$ cat src/rtl/bdhr_pkg.sv
// ----------------------------------------------------------------------------
// bdhr_pkg
// Shared types and constants for the button debounce / hold / repeat block.
// ----------------------------------------------------------------------------
package bdhr_pkg;

  localparam int COUNT_BITS_DEF = 16;

  localparam int KEY_W      = 8;
  localparam int TICK_W     = 16;
  localparam int APB_ADDR_W = 5;
  localparam int APB_DATA_W = 32;
  localparam int REG_IDX_W  = 3;

  localparam logic [KEY_W-1:0]  RST_BUTTON_CODE     = 8'd0;
  localparam logic [TICK_W-1:0] RST_DETECT_TICKS    = 16'd7;
  localparam logic [TICK_W-1:0] RST_LOCKOUT_TICKS   = 16'd30;
  localparam logic [TICK_W-1:0] RST_HOLD_TICKS      = 16'd300;
  localparam logic [TICK_W-1:0] RST_REPEAT_TICKS    = 16'd65;
  localparam logic [TICK_W-1:0] RST_LONG_HOLD_TICKS = 16'd2000;

  // Register indexes (byte address = 4 * index)
  localparam logic [REG_IDX_W-1:0] REG_BUTTON_CODE     = 3'd0;
  localparam logic [REG_IDX_W-1:0] REG_DETECT_TICKS    = 3'd1;
  localparam logic [REG_IDX_W-1:0] REG_LOCKOUT_TICKS   = 3'd2;
  localparam logic [REG_IDX_W-1:0] REG_HOLD_TICKS      = 3'd3;
  localparam logic [REG_IDX_W-1:0] REG_REPEAT_TICKS    = 3'd4;
  localparam logic [REG_IDX_W-1:0] REG_LONG_HOLD_TICKS = 3'd5;

  typedef enum logic [1:0] {
    PH_IDLE     = 2'd0,
    PH_PUSHED   = 2'd1,
    PH_RELEASED = 2'd2
  } phase_t;

  typedef struct packed {
    logic [KEY_W-1:0]  button_code;
    logic [TICK_W-1:0] detect_ticks;
    logic [TICK_W-1:0] lockout_ticks;
    logic [TICK_W-1:0] hold_ticks;
    logic [TICK_W-1:0] repeat_ticks;
    logic [TICK_W-1:0] long_hold_ticks;
  } bdhr_cfg_t;

  // controller -> datapath
  typedef struct packed {
    logic accept;
    logic calc;
    logic div_start;
    logic commit;
  } bdhr_cmd_t;

  // datapath -> controller
  typedef struct packed {
    logic need_div;
    logic div_done;
    logic out_full;
  } bdhr_sts_t;

endpackage

$ cat src/rtl/button_debounce_hold_repeat.sv
// ----------------------------------------------------------------------------
// button_debounce_hold_repeat
// Debounce one key code, flag press, hold, repeat and very long hold.
// Each accepted tick updates the count, runs through the bit-serial remainder
//   unit while pushed with a nonzero repeat period, and is then committed.
// One item in flight: a new tick is accepted only after the last one commits.
// Reset: synchronous; idle phase, counter and flags cleared, registers default.
// ----------------------------------------------------------------------------
module button_debounce_hold_repeat #(
  parameter int COUNT_BITS = bdhr_pkg::COUNT_BITS_DEF
) (
  input  logic                              clk,
  input  logic                              rst,
  input  logic                              psel,
  input  logic                              penable,
  input  logic                              pwrite,
  input  logic [bdhr_pkg::APB_ADDR_W-1:0]   paddr,
  input  logic [bdhr_pkg::APB_DATA_W-1:0]   pwdata,
  output logic [bdhr_pkg::APB_DATA_W-1:0]   prdata,
  output logic                              pready,
  input  logic                              in_valid,
  output logic                              in_ready,
  input  logic [bdhr_pkg::KEY_W-1:0]        key_code,
  input  logic                              ack_press,
  input  logic                              ack_repeat,
  input  logic                              set_query,
  output logic                              out_valid,
  input  logic                              out_ready,
  output logic                              press_event,
  output logic                              locked,
  output logic                              query_flag,
  output logic                              hold_flag,
  output logic                              repeat_flag,
  output logic                              long_hold_flag,
  output logic [1:0]                        phase
);
  import bdhr_pkg::*;

  bdhr_cfg_t cfg;
  bdhr_cmd_t cmd;
  bdhr_sts_t sts;

  bdhr_regs u_regs (
    .clk     (clk),
    .rst     (rst),
    .psel    (psel),
    .penable (penable),
    .pwrite  (pwrite),
    .paddr   (paddr),
    .pwdata  (pwdata),
    .prdata  (prdata),
    .pready  (pready),
    .cfg     (cfg)
  );

  bdhr_ctrl u_ctrl (
    .clk       (clk),
    .rst       (rst),
    .in_valid  (in_valid),
    .in_ready  (in_ready),
    .out_ready (out_ready),
    .sts       (sts),
    .cmd       (cmd)
  );

  bdhr_datapath #(.COUNT_BITS(COUNT_BITS)) u_dp (
    .clk            (clk),
    .rst            (rst),
    .cfg            (cfg),
    .cmd            (cmd),
    .sts            (sts),
    .key_code       (key_code),
    .ack_press      (ack_press),
    .ack_repeat     (ack_repeat),
    .set_query      (set_query),
    .out_valid      (out_valid),
    .out_ready      (out_ready),
    .press_event    (press_event),
    .locked         (locked),
    .query_flag     (query_flag),
    .hold_flag      (hold_flag),
    .repeat_flag    (repeat_flag),
    .long_hold_flag (long_hold_flag),
    .phase          (phase)
  );

endmodule

$ cat src/rtl/bdhr_regs.sv
// ----------------------------------------------------------------------------
// bdhr_regs
// APB configuration registers, reset to the default timing values.
// ----------------------------------------------------------------------------
module bdhr_regs (
  input  logic                                clk,
  input  logic                                rst,
  input  logic                                psel,
  input  logic                                penable,
  input  logic                                pwrite,
  input  logic [bdhr_pkg::APB_ADDR_W-1:0]     paddr,
  input  logic [bdhr_pkg::APB_DATA_W-1:0]     pwdata,
  output logic [bdhr_pkg::APB_DATA_W-1:0]     prdata,
  output logic                                pready,
  output bdhr_pkg::bdhr_cfg_t                 cfg
);
  import bdhr_pkg::*;

  logic                 wr_en;
  logic [REG_IDX_W-1:0] idx;

  assign pready = 1'b1;
  assign wr_en  = psel & penable & pwrite;
  assign idx    = paddr[APB_ADDR_W-1:2];

  always_ff @(posedge clk) begin
    if (rst) begin
      cfg.button_code     <= RST_BUTTON_CODE;
      cfg.detect_ticks    <= RST_DETECT_TICKS;
      cfg.lockout_ticks   <= RST_LOCKOUT_TICKS;
      cfg.hold_ticks      <= RST_HOLD_TICKS;
      cfg.repeat_ticks    <= RST_REPEAT_TICKS;
      cfg.long_hold_ticks <= RST_LONG_HOLD_TICKS;
    end else if (wr_en) begin
      case (idx)
        REG_BUTTON_CODE:     cfg.button_code     <= pwdata[KEY_W-1:0];
        REG_DETECT_TICKS:    cfg.detect_ticks    <= pwdata[TICK_W-1:0];
        REG_LOCKOUT_TICKS:   cfg.lockout_ticks   <= pwdata[TICK_W-1:0];
        REG_HOLD_TICKS:      cfg.hold_ticks      <= pwdata[TICK_W-1:0];
        REG_REPEAT_TICKS:    cfg.repeat_ticks    <= pwdata[TICK_W-1:0];
        REG_LONG_HOLD_TICKS: cfg.long_hold_ticks <= pwdata[TICK_W-1:0];
        default: ;
      endcase
    end
  end

  always_comb begin
    case (idx)
      REG_BUTTON_CODE:     prdata = APB_DATA_W'(cfg.button_code);
      REG_DETECT_TICKS:    prdata = APB_DATA_W'(cfg.detect_ticks);
      REG_LOCKOUT_TICKS:   prdata = APB_DATA_W'(cfg.lockout_ticks);
      REG_HOLD_TICKS:      prdata = APB_DATA_W'(cfg.hold_ticks);
      REG_REPEAT_TICKS:    prdata = APB_DATA_W'(cfg.repeat_ticks);
      REG_LONG_HOLD_TICKS: prdata = APB_DATA_W'(cfg.long_hold_ticks);
      default:             prdata = '0;
    endcase
  end

endmodule

$ cat src/rtl/bdhr_rem.sv
// ----------------------------------------------------------------------------
// bdhr_rem
// Restoring remainder unit: one dividend bit per cycle.
// ----------------------------------------------------------------------------
module bdhr_rem #(
  parameter int COUNT_BITS = bdhr_pkg::COUNT_BITS_DEF
) (
  input  logic                          clk,
  input  logic                          rst,
  input  logic                          start,
  input  logic [COUNT_BITS-1:0]         dividend,
  input  logic [bdhr_pkg::TICK_W-1:0]   divisor,
  output logic                          done,
  output logic                          rem_zero
);
  import bdhr_pkg::*;

  localparam int STEP_W = $clog2(COUNT_BITS + 1);

  logic [COUNT_BITS-1:0] dvd;
  logic [TICK_W-1:0]     rem;
  logic [STEP_W-1:0]     steps;
  logic                  busy;
  logic [TICK_W:0]       trial;
  logic [TICK_W+1:0]     diff;

  assign trial    = {rem, dvd[COUNT_BITS-1]};
  assign diff     = {1'b0, trial} - {2'b00, divisor};
  assign done     = busy && (steps == STEP_W'(1));
  assign rem_zero = (rem == '0);

  always_ff @(posedge clk) begin
    if (rst) begin
      busy  <= 1'b0;
      steps <= '0;
    end else if (start) begin
      busy  <= 1'b1;
      steps <= STEP_W'(COUNT_BITS);
    end else if (busy) begin
      steps <= steps - STEP_W'(1);
      if (steps == STEP_W'(1)) begin
        busy <= 1'b0;
      end
    end
  end

  always_ff @(posedge clk) begin
    if (start) begin
      dvd <= dividend;
      rem <= '0;
    end else if (busy) begin
      dvd <= dvd << 1;
      // restore when the trial subtraction borrows
      rem <= diff[TICK_W+1] ? trial[TICK_W-1:0] : diff[TICK_W-1:0];
    end
  end

endmodule

$ cat src/rtl/bdhr_datapath.sv
// ----------------------------------------------------------------------------
// bdhr_datapath
// Tick counter, phase and flag registers, remainder unit, result register.
// ----------------------------------------------------------------------------
module bdhr_datapath #(
  parameter int COUNT_BITS = bdhr_pkg::COUNT_BITS_DEF
) (
  input  logic                          clk,
  input  logic                          rst,
  input  bdhr_pkg::bdhr_cfg_t           cfg,
  input  bdhr_pkg::bdhr_cmd_t           cmd,
  output bdhr_pkg::bdhr_sts_t           sts,
  input  logic [bdhr_pkg::KEY_W-1:0]    key_code,
  input  logic                          ack_press,
  input  logic                          ack_repeat,
  input  logic                          set_query,
  output logic                          out_valid,
  input  logic                          out_ready,
  output logic                          press_event,
  output logic                          locked,
  output logic                          query_flag,
  output logic                          hold_flag,
  output logic                          repeat_flag,
  output logic                          long_hold_flag,
  output logic [1:0]                    phase
);
  import bdhr_pkg::*;

  localparam int CMP_W = (COUNT_BITS > TICK_W) ? COUNT_BITS : TICK_W;

  // architectural state
  phase_t                phase_reg, phase_reg_next;
  logic [COUNT_BITS-1:0] tick_count, tick_count_next;
  logic press_bit, press_bit_next;
  logic lock_bit, lock_bit_next;
  logic query_bit, query_bit_next;
  logic hold_bit, hold_bit_next;
  logic repeat_bit, repeat_bit_next;
  logic long_hold_bit, long_hold_bit_next;

  // latched item and intermediate count
  logic [KEY_W-1:0]      key_q;
  logic                  ack_press_q, ack_repeat_q, set_query_q;
  logic [COUNT_BITS-1:0] cnt_new, cnt_tmp, cnt_up;
  logic                  match;
  logic                  div_done, rem_zero;

  logic [CMP_W-1:0] cn_x;
  logic             eq_detect, eq_lockout, eq_hold, ge_long;
  logic             p0, r0, q0;

  assign match  = (key_q == cfg.button_code);
  assign cnt_up = (tick_count == '1) ? tick_count : tick_count + COUNT_BITS'(1);

  always_comb begin
    case (phase_reg)
      PH_PUSHED:   cnt_new = match ? cnt_up : '0;
      PH_RELEASED: cnt_new = match ? tick_count : cnt_up;
      default: begin
        if (match)                cnt_new = cnt_up;
        else if (tick_count != 0) cnt_new = tick_count - COUNT_BITS'(1);
        else                      cnt_new = '0;
      end
    endcase
  end

  assign sts.need_div = (phase_reg == PH_PUSHED) && (cfg.repeat_ticks != '0);
  assign sts.div_done = div_done;
  assign sts.out_full = out_valid;

  bdhr_rem #(.COUNT_BITS(COUNT_BITS)) u_rem (
    .clk      (clk),
    .rst      (rst),
    .start    (cmd.div_start),
    .dividend (cnt_new),
    .divisor  (cfg.repeat_ticks),
    .done     (div_done),
    .rem_zero (rem_zero)
  );

  assign cn_x       = CMP_W'(cnt_tmp);
  assign eq_detect  = (cn_x == CMP_W'(cfg.detect_ticks));
  assign eq_lockout = (cn_x == CMP_W'(cfg.lockout_ticks));
  assign eq_hold    = (cn_x == CMP_W'(cfg.hold_ticks));
  assign ge_long    = (cn_x >= CMP_W'(cfg.long_hold_ticks));

  // software bits act before the phase machine
  assign p0 = press_bit & ~ack_press_q;
  assign r0 = repeat_bit & ~ack_repeat_q;
  assign q0 = query_bit | set_query_q;

  always_comb begin
    phase_reg_next     = phase_reg;
    tick_count_next    = cnt_tmp;
    press_bit_next     = p0;
    lock_bit_next      = lock_bit;
    query_bit_next     = q0;
    hold_bit_next      = hold_bit;
    repeat_bit_next    = r0;
    long_hold_bit_next = long_hold_bit;
    case (phase_reg)
      PH_PUSHED: begin
        phase_reg_next     = match ? PH_PUSHED : PH_RELEASED;
        hold_bit_next      = hold_bit | eq_hold;
        repeat_bit_next    = r0 | (hold_bit_next && (cfg.repeat_ticks != '0) && rem_zero);
        long_hold_bit_next = long_hold_bit | ge_long;
      end
      PH_RELEASED: begin
        if (eq_lockout) begin
          phase_reg_next     = PH_IDLE;
          tick_count_next    = '0;
          press_bit_next     = 1'b0;
          lock_bit_next      = 1'b0;
          query_bit_next     = 1'b0;
          hold_bit_next      = 1'b0;
          repeat_bit_next    = 1'b0;
          long_hold_bit_next = 1'b0;
        end
      end
      default: begin
        phase_reg_next = PH_IDLE;
        if (eq_detect) begin
          phase_reg_next  = PH_PUSHED;
          tick_count_next = '0;
          press_bit_next  = 1'b1;
          lock_bit_next   = 1'b1;
        end else if (cnt_tmp == '0) begin
          press_bit_next = 1'b0;
          lock_bit_next  = 1'b0;
          query_bit_next = 1'b0;
        end
      end
    endcase
  end

  always_ff @(posedge clk) begin
    if (rst) begin
      phase_reg     <= PH_IDLE;
      tick_count    <= '0;
      press_bit     <= 1'b0;
      lock_bit      <= 1'b0;
      query_bit     <= 1'b0;
      hold_bit      <= 1'b0;
      repeat_bit    <= 1'b0;
      long_hold_bit <= 1'b0;
      out_valid     <= 1'b0;
    end else begin
      if (cmd.commit) begin
        phase_reg     <= phase_reg_next;
        tick_count    <= tick_count_next;
        press_bit     <= press_bit_next;
        lock_bit      <= lock_bit_next;
        query_bit     <= query_bit_next;
        hold_bit      <= hold_bit_next;
        repeat_bit    <= repeat_bit_next;
        long_hold_bit <= long_hold_bit_next;
        out_valid     <= 1'b1;
      end else if (out_ready) begin
        out_valid <= 1'b0;
      end
    end
  end

  always_ff @(posedge clk) begin
    if (cmd.accept) begin
      key_q        <= key_code;
      ack_press_q  <= ack_press;
      ack_repeat_q <= ack_repeat;
      set_query_q  <= set_query;
    end
    if (cmd.calc) begin
      cnt_tmp <= cnt_new;
    end
    if (cmd.commit) begin
      press_event    <= press_bit_next;
      locked         <= lock_bit_next;
      query_flag     <= query_bit_next;
      hold_flag      <= hold_bit_next;
      repeat_flag    <= repeat_bit_next;
      long_hold_flag <= long_hold_bit_next;
      phase          <= phase_reg_next;
    end
  end

  a_lock_tracks_phase: assert property (@(posedge clk) disable iff (rst)
    lock_bit == (phase_reg != PH_IDLE))
    else $error("lock flag out of step with phase");

  a_idle_no_hold: assert property (@(posedge clk) disable iff (rst)
    (phase_reg == PH_IDLE) |-> (!hold_bit && !long_hold_bit))
    else $error("hold flags set while idle");

  a_commit_fills_out: assert property (@(posedge clk) disable iff (rst)
    cmd.commit |=> out_valid)
    else $error("result not presented after commit");

endmodule

$ cat src/rtl/bdhr_ctrl.sv
// ----------------------------------------------------------------------------
// bdhr_ctrl
// Sequencer: accept a tick, update the count, run the remainder if needed, commit.
// ----------------------------------------------------------------------------
module bdhr_ctrl (
  input  logic                 clk,
  input  logic                 rst,
  input  logic                 in_valid,
  output logic                 in_ready,
  input  logic                 out_ready,
  input  bdhr_pkg::bdhr_sts_t  sts,
  output bdhr_pkg::bdhr_cmd_t  cmd
);
  import bdhr_pkg::*;

  typedef enum logic [1:0] {
    S_IN,
    S_CNT,
    S_DIV,
    S_COMMIT
  } state_t;

  state_t state;
  logic   slot_free;

  assign slot_free     = !sts.out_full || out_ready;
  assign in_ready      = (state == S_IN);
  assign cmd.accept    = (state == S_IN) && in_valid;
  assign cmd.calc      = (state == S_CNT);
  assign cmd.div_start = (state == S_CNT) && sts.need_div;
  assign cmd.commit    = (state == S_COMMIT) && slot_free;

  always_ff @(posedge clk) begin
    if (rst) begin
      state <= S_IN;
    end else begin
      case (state)
        S_IN:     if (in_valid) state <= S_CNT;
        S_CNT:    state <= sts.need_div ? S_DIV : S_COMMIT;
        S_DIV:    if (sts.div_done) state <= S_COMMIT;
        S_COMMIT: if (slot_free) state <= S_IN;
        default:  state <= S_IN;
      endcase
    end
  end

  a_commit_slot: assert property (@(posedge clk) disable iff (rst)
    cmd.commit |-> (!sts.out_full || out_ready))
    else $error("commit over an untaken result");

  a_one_cmd: assert property (@(posedge clk) disable iff (rst)
    $onehot0({cmd.accept, cmd.calc, cmd.commit}))
    else $error("overlapping commands");

  a_accept_next: assert property (@(posedge clk) disable iff (rst)
    cmd.accept |=> (state == S_CNT))
    else $error("accepted item not processed");

endmodule

$ cat config.mk
export PLATFORM = sky130hd
export DESIGN_NAME = button_debounce_hold_repeat
export DESIGN_NICKNAME = d
export VERILOG_FILES = /design/src/rtl/bdhr_pkg.sv /design/src/rtl/button_debounce_hold_repeat.sv /design/src/rtl/bdhr_regs.sv /design/src/rtl/bdhr_rem.sv /design/src/rtl/bdhr_datapath.sv /design/src/rtl/bdhr_ctrl.sv
export SDC_FILE = /design/constraint.sdc
export NUM_CORES = 1
export LEC_CHECK = 0
export ABC_CLOCK_PERIOD_IN_PS = 4600
export BUFFER_PORTS_ARGS = -buffer_cell sky130_fd_sc_hd__buf_2
export CAP_MARGIN = 20
export CORE_MARGIN = 2
export CORE_UTILIZATION = 50
export DETAILED_ROUTE_END_ITERATION = 10
export PLACE_DENSITY = 0.66
export SKIP_CTS_REPAIR_TIMING = 1
export SLEW_MARGIN = 20
export SYNTH_ARGS = -nofsm -noshare
export SYNTH_HDL_FRONTEND = slang
export SYNTH_SLANG_ARGS = --single-unit
$ cat constraint.sdc
create_clock -name clk -period 4.6 [get_ports clk]
set_clock_uncertainty 0.2 [all_clocks]
set_input_delay 1.38 -clock clk [delete_from_list [all_inputs] [get_ports clk]]
set_output_delay 1.38 -clock clk [all_outputs]
set_load 0.05 [all_outputs]
==> metrics.txt, run 1 <==
Synth Area in XOR/XNOR=0.05742; synthesis-to-layout area growth=10.93%; Hold WC Path Type=reg2reg; sw power=roughly 2.2 mW; cell mode on critical path=buf_2; Filler cells=1966; nets=1466; Ys Warns=0; post-DR vias/cell=6.182; Post-route DRC=0; switching share of total power=0.3912; CP Class=in2out; post-route cell area=approximately 0.013 mm^2; Global Route Usage Sum=0.2896; outcome=finished clean; share of post-route cells with drive strength above 1=0.1297; IO Pins=98; Synth Flop Type=dfxtp_1; P_leak=4.772 nW; # setup viols final=0; Clock Sinks=188; Synth Area in Adders=0.04944; grt ovf=0; Syn Area/Cell=8.342 um^2; number of flip-flops in the largest register=88; relative slew slack=0.2610; CTS Buf Count=17; slowest cell on the critical path=nor2b_1; Final Non-Filler Cells=1661; initial antenna violation count=1; setup tns final=0 ps; Final ANT Viol Nets=0; fmax=0.2246 GHz; # rows=54; Slew @ Worst Pin=around 1100 ps; final hold violations=0; CP cell instances=buf_2 > nor2b_1 > a22oi_1 > o22ai_4 > buf_2; IO buf count=slightly above 60; most common cell after layout, fill and taps aside=nand2_1; critical path capture point type=primary output; die area=0.02379 mm^2; most frequent cells in the layout=nand2_1, a21oi_1, dfxtp_1; post-synthesis sequential area ratio=0.3787; GPL Wtd Cong=roughly 0.99; max-slew violations=0; Core Footprint=0.02196 mm^2; CP peak stage delay=approximately 500 ps; first-pass GRT wire length=53650 um; top cell family by delay on the critical path=buffers and inverters; die width=154.2 um; Reg2Reg Setup Slack=around 820 ps; Clock Path Buffers=2; CP required=3020 ps; number of synthesized flops with an enable pin=51; Worst-path clk slew=80 ps; Synth Area in Simple Gates=0.1963; Tmin final=4452 ps; fin crit share=0.9679; Async SR Flop Fraction=0; Top reg by flops=u_regs.cfg; Wirelength per Cell=20.76 um; Distinct cells, synth=74; Pwr Density=447.1 mW/mm^2; Worst EP arrival=2870 ps; peak fanout along the critical path=12; Logic pwr share=0.318; vias in the first global route=9346; CTS root buffer=clkbuf_16; RSZ-0062 raised after global routing=false; Initial DRC Count=between 1000 and 1500; DRT Wirelength=roughly 34000 um; Flop pwr share=0.401; Clk Latency, worst-skew pair=between 400 and 500 ps; Synth Instances=between 1000 and 1500; Max IR drop VDD=0.0003826 V; mux share of post-synthesis cell area=0.07017; largest net degree at the start of global routing=82; dpl hpwl=around 25000 um; Worst Setup Start Kind=primary input; vias after detailed routing=10270; H-tree depth=4; Max Cap Viol=0; main combinational cell family by area after synthesis=simple AND/OR/NAND/NOR gates; clock share of power=0.281; Starting Density=0.5140; Synth Cell Area=0.01129 mm^2; post-synthesis compound-gate area fraction=0.1842; Pint=3.408 mW; overall die height=approximately 150 um; CTS tree=yes; Buf+Inv Stages, Crit Path=2; placed insts=1628; post-placement cell area=0.01188 mm^2; router iterations before antenna repair=5; synthesized flop and latch total=188
[synthesized netlist by cell type, types with 18 or more instances]
master      n  share of area
nand2_1   223          0.074
a21oi_1   137          0.061
dfxtp_1   137           0.24
clkbuf_1   87          0.029
nor2_1     75          0.025
inv_1      55          0.018
edfxtp_1   51           0.14
o21ai_0    45          0.020
xor2_1     45          0.035
ha_1       43          0.048
mux2i_1    42          0.037
nand3_1    38          0.017
xnor2_1    29          0.023
nor4_1     28          0.016
mux2_2     21          0.021
nor3_1     21         0.0093
buf_4      18          0.012
[power by group through the flow]
| stage | sequential [mW] | clock [mW] | combinational, mW |
|---|---|---|---|
| after floorplan | 2.06 | 0 | 1.45 |
| after global placement | 2.27 | 0 | 1.70 |
| after detailed placement | 2.27 | 0 | 1.72 |
| after CTS | 2.24 | 1.59 | 1.74 |
| after global routing | 2.26 | 1.65 | 1.93 |
| final | 2.25 | 1.57 | 1.78 |
[metal layers]
layer	part of all wire	vias to the layer above	track usage
met4	0.029	0	0.1015
met3	0.095	82	0.06276
met5	0	-	0
li1	-	4820	-
met2	0.43	545	0.4279
met1	0.44	4821	0.4182
[per-stage QoR]
stage / hold slack [ps] / total power [mW] / setup slack [ps] / util
after CTS: 259.9 / 5.569 / 203.3 / 0.5701
final: 260.5 / 5.598 / 147.7 / 0.5702
after floorplan: 236.3 / 3.505 / -248.5 / -
after detailed placement: 247.5 / 3.995 / 210.1 / 0.5411
after global routing: 292.6 / 5.839 / 107.9 / 0.5701
after global placement: 246.0 / 3.970 / 204.9 / 0.5411
[logic make-up (layout without fill, tap and decap cells)]
family / after synthesis / count (layout)
buffers and inverters: 171 / 183
XOR/XNOR: 74 / 74
AND/OR/NAND/NOR: 473 / 473
other: 2 / 18
flip-flops: 188 / 188
adder cells (fa/ha/maj): 44 / 44
multiplexers: 69 / 69
AO/OA/AOI/OAI: 332 / 332
[area by class of cell]
type                    count  area, um^2  area share
diodes                      1       2.502   0.0001999
clock buffers              17       425.4     0.03398
clock inverters            15       211.5     0.01689
inverters                  56       210.2     0.01679
multi-input cells        1009        6486      0.5180
flip-flops and latches    188        4274      0.3414
well taps                 280       350.3     0.02798
repair buffers             95       560.5     0.04477
[path summary, 6_finish.rpt]
check / endpoint / from / cells after the start
max: prdata[15] / paddr[2] / 5
min: u_dp.lock_bit / u_dp.lock_bit / 2
max reg2reg: u_dp.u_rem.dvd[5] / u_dp.tick_count[7] / 7
min reg2reg: u_dp.lock_bit / u_dp.lock_bit / 2
[tightest hold or removal path, stage by stage, from the launching register on]
cell and delay, ps:
dfxtp_1 320, nand2_1 50, a21oi_1 50
(Power assumes the default switching activity.)
==> run 2: changes to the inputs <==
--- a/config.mk
+++ b/config.mk
@@ -8,6 +8,7 @@
 export ABC_CLOCK_PERIOD_IN_PS = 4600
 export BUFFER_PORTS_ARGS = -buffer_cell sky130_fd_sc_hd__buf_2
 export CAP_MARGIN = 20
+export CORE_ASPECT_RATIO = 0.9
 export CORE_MARGIN = 2
 export CORE_UTILIZATION = 50
 export DETAILED_ROUTE_END_ITERATION = 10
==> metrics.txt, run 2 (synthesis results as in run 1) <==
vias in the first global route=9520; fin crit share=0.9701; Clock Sinks=roughly 190; nets=1469; Worst Setup Start Kind=primary input; Critical Path Sink=prdata[8]; setup tns final=0 ps; synthesis-to-layout area growth=11.51%; Max Cap Viol=0; DRT Wirelength=around 35000 um; Global Route Usage Sum=0.3018; Clock Path Buffers=2; CP cell instances=buf_2 > nor2b_1 > a22oi_1 > o22ai_4 > buf_2; critical path capture point type=primary output; H-tree depth=4; die area=0.02379 mm^2; router iterations before antenna repair=6; # rows=between 50 and 60; post-route cell area=~0.013 mm^2; Pwr Density=443.4 mW/mm^2; CTS tree=yes; Top reg by flops=u_regs.cfg; most frequent cells in the layout=nand2_1, a21oi_1, dfxtp_1; hold_ws=257.4 ps; Clk Latency, worst-skew pair=440 ps; peak fanout along the critical path=9; top cell family by delay on the critical path=buffers and inverters; first-pass GRT wire length=55320 um; # setup viols final=0; die width=162.4 um; Max IR drop VDD=between 0.0003 and 0.0004 V; CP peak stage delay=490 ps; Reg2Reg Setup Slack=780 ps; outcome=finished clean; Worst path depth=5; P_leak=around 4.8 nW; max-slew violations=0; share of post-route cells with drive strength above 1=0.1316; Core Footprint=0.02232 mm^2; GPL Wtd Cong=0.9583; n_diodes=0; Multi-input gate area=0.006486 mm^2; dpl hpwl=about 26000 um; FF+latch area=0.004274 mm^2; Slew @ Worst Pin=1055 ps; Worst EP arrival=2880 ps; CP Launch Point=paddr[2]; CP required=3020 ps; final hold violations=0; Final ANT Viol Nets=0; CTS root buffer=clkbuf_16; largest net degree at the start of global routing=65; Starting Density=0.5058; setup ws final=around 140 ps; CTS Buf Count=17; number of flip-flops in the largest register=88; vias after detailed routing=10250; Filler cells=2075; RSZ-0062 raised after global routing=false; slowest cell on the critical path=nor2b_1; post-DR vias/cell=6.101; Hold WC Path Type=reg2reg; Worst-path clk slew=around 70 ps; cell mode on critical path=buf_2; initial antenna violation count=0; Tmin final=~4500 ps; placed insts=1648; relative slew slack=0.2970; Buf+Inv Stages, Crit Path=2; IO Pins=98; overall die height=146.5 um; Reg2Reg Depth=7; Initial DRC Count=between 1000 and 1500; most common cell after layout, fill and taps aside=nand2_1; FF-to-FF End=u_dp.u_rem.dvd[9]; Post-route DRC=0; grt ovf=0; DP Worst Slack=162.2 ps; Final Non-Filler Cells=1680; post-placement cell area=0.01195 mm^2; worst r2r src=u_dp.tick_count[6]; Wirelength per Cell=between 20 and 25 um; fmax=0.2241 GHz; hold path startpoint=u_dp.lock_bit; CP Class=in2out; IO buf count=62
[run 2: cell type report]
cell class                      count  area share
Multi-Input combinational cell   1009      0.5154
Sequential cell                   188      0.3396
Timing Repair Buffer               98     0.04832
Clock buffer                       18     0.03489
Tap cell                          297     0.02953
Inverter                           56     0.01670
Clock inverter                     14     0.01561
[run 2: worst min path at each step]
stage | end | slack, ps | cells past startpoint
6_report | u_dp.lock_bit | 260 | 2
5_1_grt | u_dp.lock_bit | 280 | 2
4_1_cts | u_dp.lock_bit | 260 | 2
3_5_place_dp | u_dp.lock_bit | 250 | 2
3_3_place_gp | u_dp.lock_bit | 240 | 2
2_1_floorplan | u_regs.cfg[3] | 240 | 2
[run 2: stage by stage]
| step | power, mW | utilization |
|---|---|---|
| 3_5_place_dp | 4.007 | 0.5355 |
| 3_3_place_gp | 3.974 | 0.5355 |
| 5_1_grt | 5.838 | 0.5640 |
| 4_1_cts | 5.553 | 0.5640 |
| 2_1_floorplan | 3.505 | - |
| 6_report | 5.580 | 0.5640 |
[run 2: layer usage]
layer / share of wire / global-route usage
met1: 0.45 / 0.4490
met2: 0.43 / 0.4453
met3: 0.095 / 0.05256
met4: 0.027 / 0.09292
met5: 0 / 0
[run 2: worst register-to-register path, cell delays in order (launching register included)]
cell	delay, ps
dfxtp_1	440
or3_4	470
or4b_4	550
nor4_4	540
or2_1	400
o22ai_1	140
mux4_2	540
mux2_2	290
[run 2: where the power goes]
part / leakage, nW / internal, mW / total, mW / switching [mW]
combinational: 2.90 / 0.724 / 1.78 / 1.06
clock: 0.308 / 0.806 / 1.56 / 0.754
sequential: 1.59 / 1.93 / 2.24 / 0.308
==> run 3: changes to the inputs <==
--- a/config.mk
+++ b/config.mk
@@ -5,7 +5,7 @@
 export SDC_FILE = /design/constraint.sdc
 export NUM_CORES = 1
 export LEC_CHECK = 0
-export ABC_CLOCK_PERIOD_IN_PS = 4600
+export ABC_CLOCK_PERIOD_IN_PS = 5500
 export BUFFER_PORTS_ARGS = -buffer_cell sky130_fd_sc_hd__buf_2
 export CAP_MARGIN = 20
 export CORE_ASPECT_RATIO = 0.9
==> constraint.sdc (replaced) <==
create_clock -name clk -period 5.5 [get_ports clk]
set_clock_uncertainty 0.2 [all_clocks]
set_input_delay 1.65 -clock clk [delete_from_list [all_inputs] [get_ports clk]]
set_output_delay 1.65 -clock clk [all_outputs]
set_load 0.05 [all_outputs]
==> metrics.txt, run 3 (synthesis results as in run 1) <==
outcome=finished clean; final hold violations=0; post-DR vias/cell=6.135; GPL Wtd Cong=0.9679; worst r2r src=u_dp.tick_count[0]; most common cell after layout, fill and taps aside=nand2_1; first-pass GRT wire length=54990 um; die area=0.02379 mm^2; Max IR drop VDD=0.0002421 V; H-tree depth=4; dpl hpwl=25650 um; relative slew slack=0.3052; slowest cell on the critical path=nor2b_1; met3 routed wirelength=3335 um; initial antenna violation count=0; CP Class=in2out; wire length on met2=15230 um; Global Route Usage Sum=0.3002; CTS tree=yes; DRT met1 WL=16490 um; CP cell instances=buf_2 > nor2b_1 > a22oi_1 > o22ai_1 > buf_2; cell mode on critical path=buf_2; max-slew violations=0; critical path capture point type=primary output; Worst path depth=5; Initial DRC Count=1082; vias after detailed routing=10240; FF-to-FF End=u_dp.u_rem.dvd[7]; number of flip-flops in the largest register=88; setup tns final=0 ps; Clock Path Buffers=2; CP peak stage delay=approximately 550 ps; CTS root buffer=clkbuf_16; Tmin final=5181 ps; Max Cap Viol=0; Wirelength per Cell=21.30 um; P_leak=4.721 nW; Filler cells=about 2100; Slew @ Worst Pin=1041 ps; Hold WC Path Type=reg2reg; Clk Latency, worst-skew pair=between 400 and 500 ps; most frequent cells in the layout=nand2_1, a21oi_1, dfxtp_1; Critical Path Sink=prdata[12]; Clock Sinks=188; RSZ-0062 raised after global routing=false; IO Pins=a little under 100; hold path startpoint=u_dp.lock_bit; CTS Buf Count=17; Top reg by flops=u_regs.cfg; Post-route DRC=0; Core Footprint=0.02232 mm^2; Worst EP arrival=3330 ps; fin util=0.5553; CP Launch Point=paddr[2]; n_diodes=0; Pwr Density=371.2 mW/mm^2; share of post-route cells with drive strength above 1=0.1232; Buf+Inv Stages, Crit Path=2; # setup viols final=0; fin crit share=0.9420; grt ovf=0; Final ANT Viol Nets=0; largest net degree at the start of global routing=62; vias in the first global route=9294; overall die height=146.5 um; highest routing layer actually used=met4; # rows=52; Reg2Reg Setup Slack=~1700 ps; CP required=3650 ps; Worst Setup Start Kind=primary input; synthesis-to-layout area growth=9.799%; DRT Wirelength=35550 um; nets=1458; Starting Density=0.5058; peak fanout along the critical path=19; IO buf count=62; die width=162.4 um; router iterations before antenna repair=5; top cell family by delay on the critical path=buffers and inverters; Reg2Reg Depth=8; Worst-path clk slew=80 ps; fmax=0.1930 GHz
==> run 3: cell type report <==
type | instances | area (um^2) | share of cell area
well taps | 297 | 371.6 | 0.02998
inverters | 56 | 210.2 | 0.01696
flip-flops and latches | 188 | 4274 | 0.3449
multi-input cells | 1009 | 6424 | 0.5183
repair buffers | 87 | 500.5 | 0.04038
clock buffers | 17 | 425.4 | 0.03433
clock inverters | 15 | 187.7 | 0.01514
==> run 3: worst min-delay path by stage <==
stage | to | slack [ps] | cells past startpoint
4_1_cts | u_dp.lock_bit | 270 | 2
2_1_floorplan | u_regs.cfg[3] | 240 | 2
3_3_place_gp | u_regs.cfg[3] | 250 | 2
6_report | u_dp.lock_bit | 270 | 2
5_1_grt | u_dp.lock_bit | 280 | 2
3_5_place_dp | u_regs.cfg[3] | 250 | 2
==> run 3: metal layers <==
layer / up-vias / global-route usage
li1: 4800 / -
met1: 4920 / 0.4562
met2: 486 / 0.4404
met3: 34 / 0.05625
met4: 0 / 0.06770
met5: - / 0
==> run 3: metrics by stage <==
step	power [mW]	hold WS [ps]	instance area, um^2	std cells	worst slack, ps
finish	4.600	274.1	12390	1669	319.2
global route	4.808	280.2	12390	1669	294.4
CTS	4.570	269.4	12390	1669	378.6
detailed placement	3.312	249.0	11780	1637	393.9
global placement	3.291	245.2	11780	1637	438.0
floorplan	2.926	236.3	11390	1368	96.29
==> run 3: where the power goes <==
| part | switching [mW] | leakage (nW) | internal, mW |
|---|---|---|---|
| combinational | 0.864 | 2.83 | 0.595 |
| clock | 0.649 | 0.298 | 0.620 |
| sequential | 0.256 | 1.59 | 1.62 |
| total | 1.77 | 4.72 | 2.83 |
==> run 3: worst min-delay path, stage by stage, from the launching register on <==
cell	delay [ps]
dfxtp_1	320
nand2_1	60
a21oi_1	60
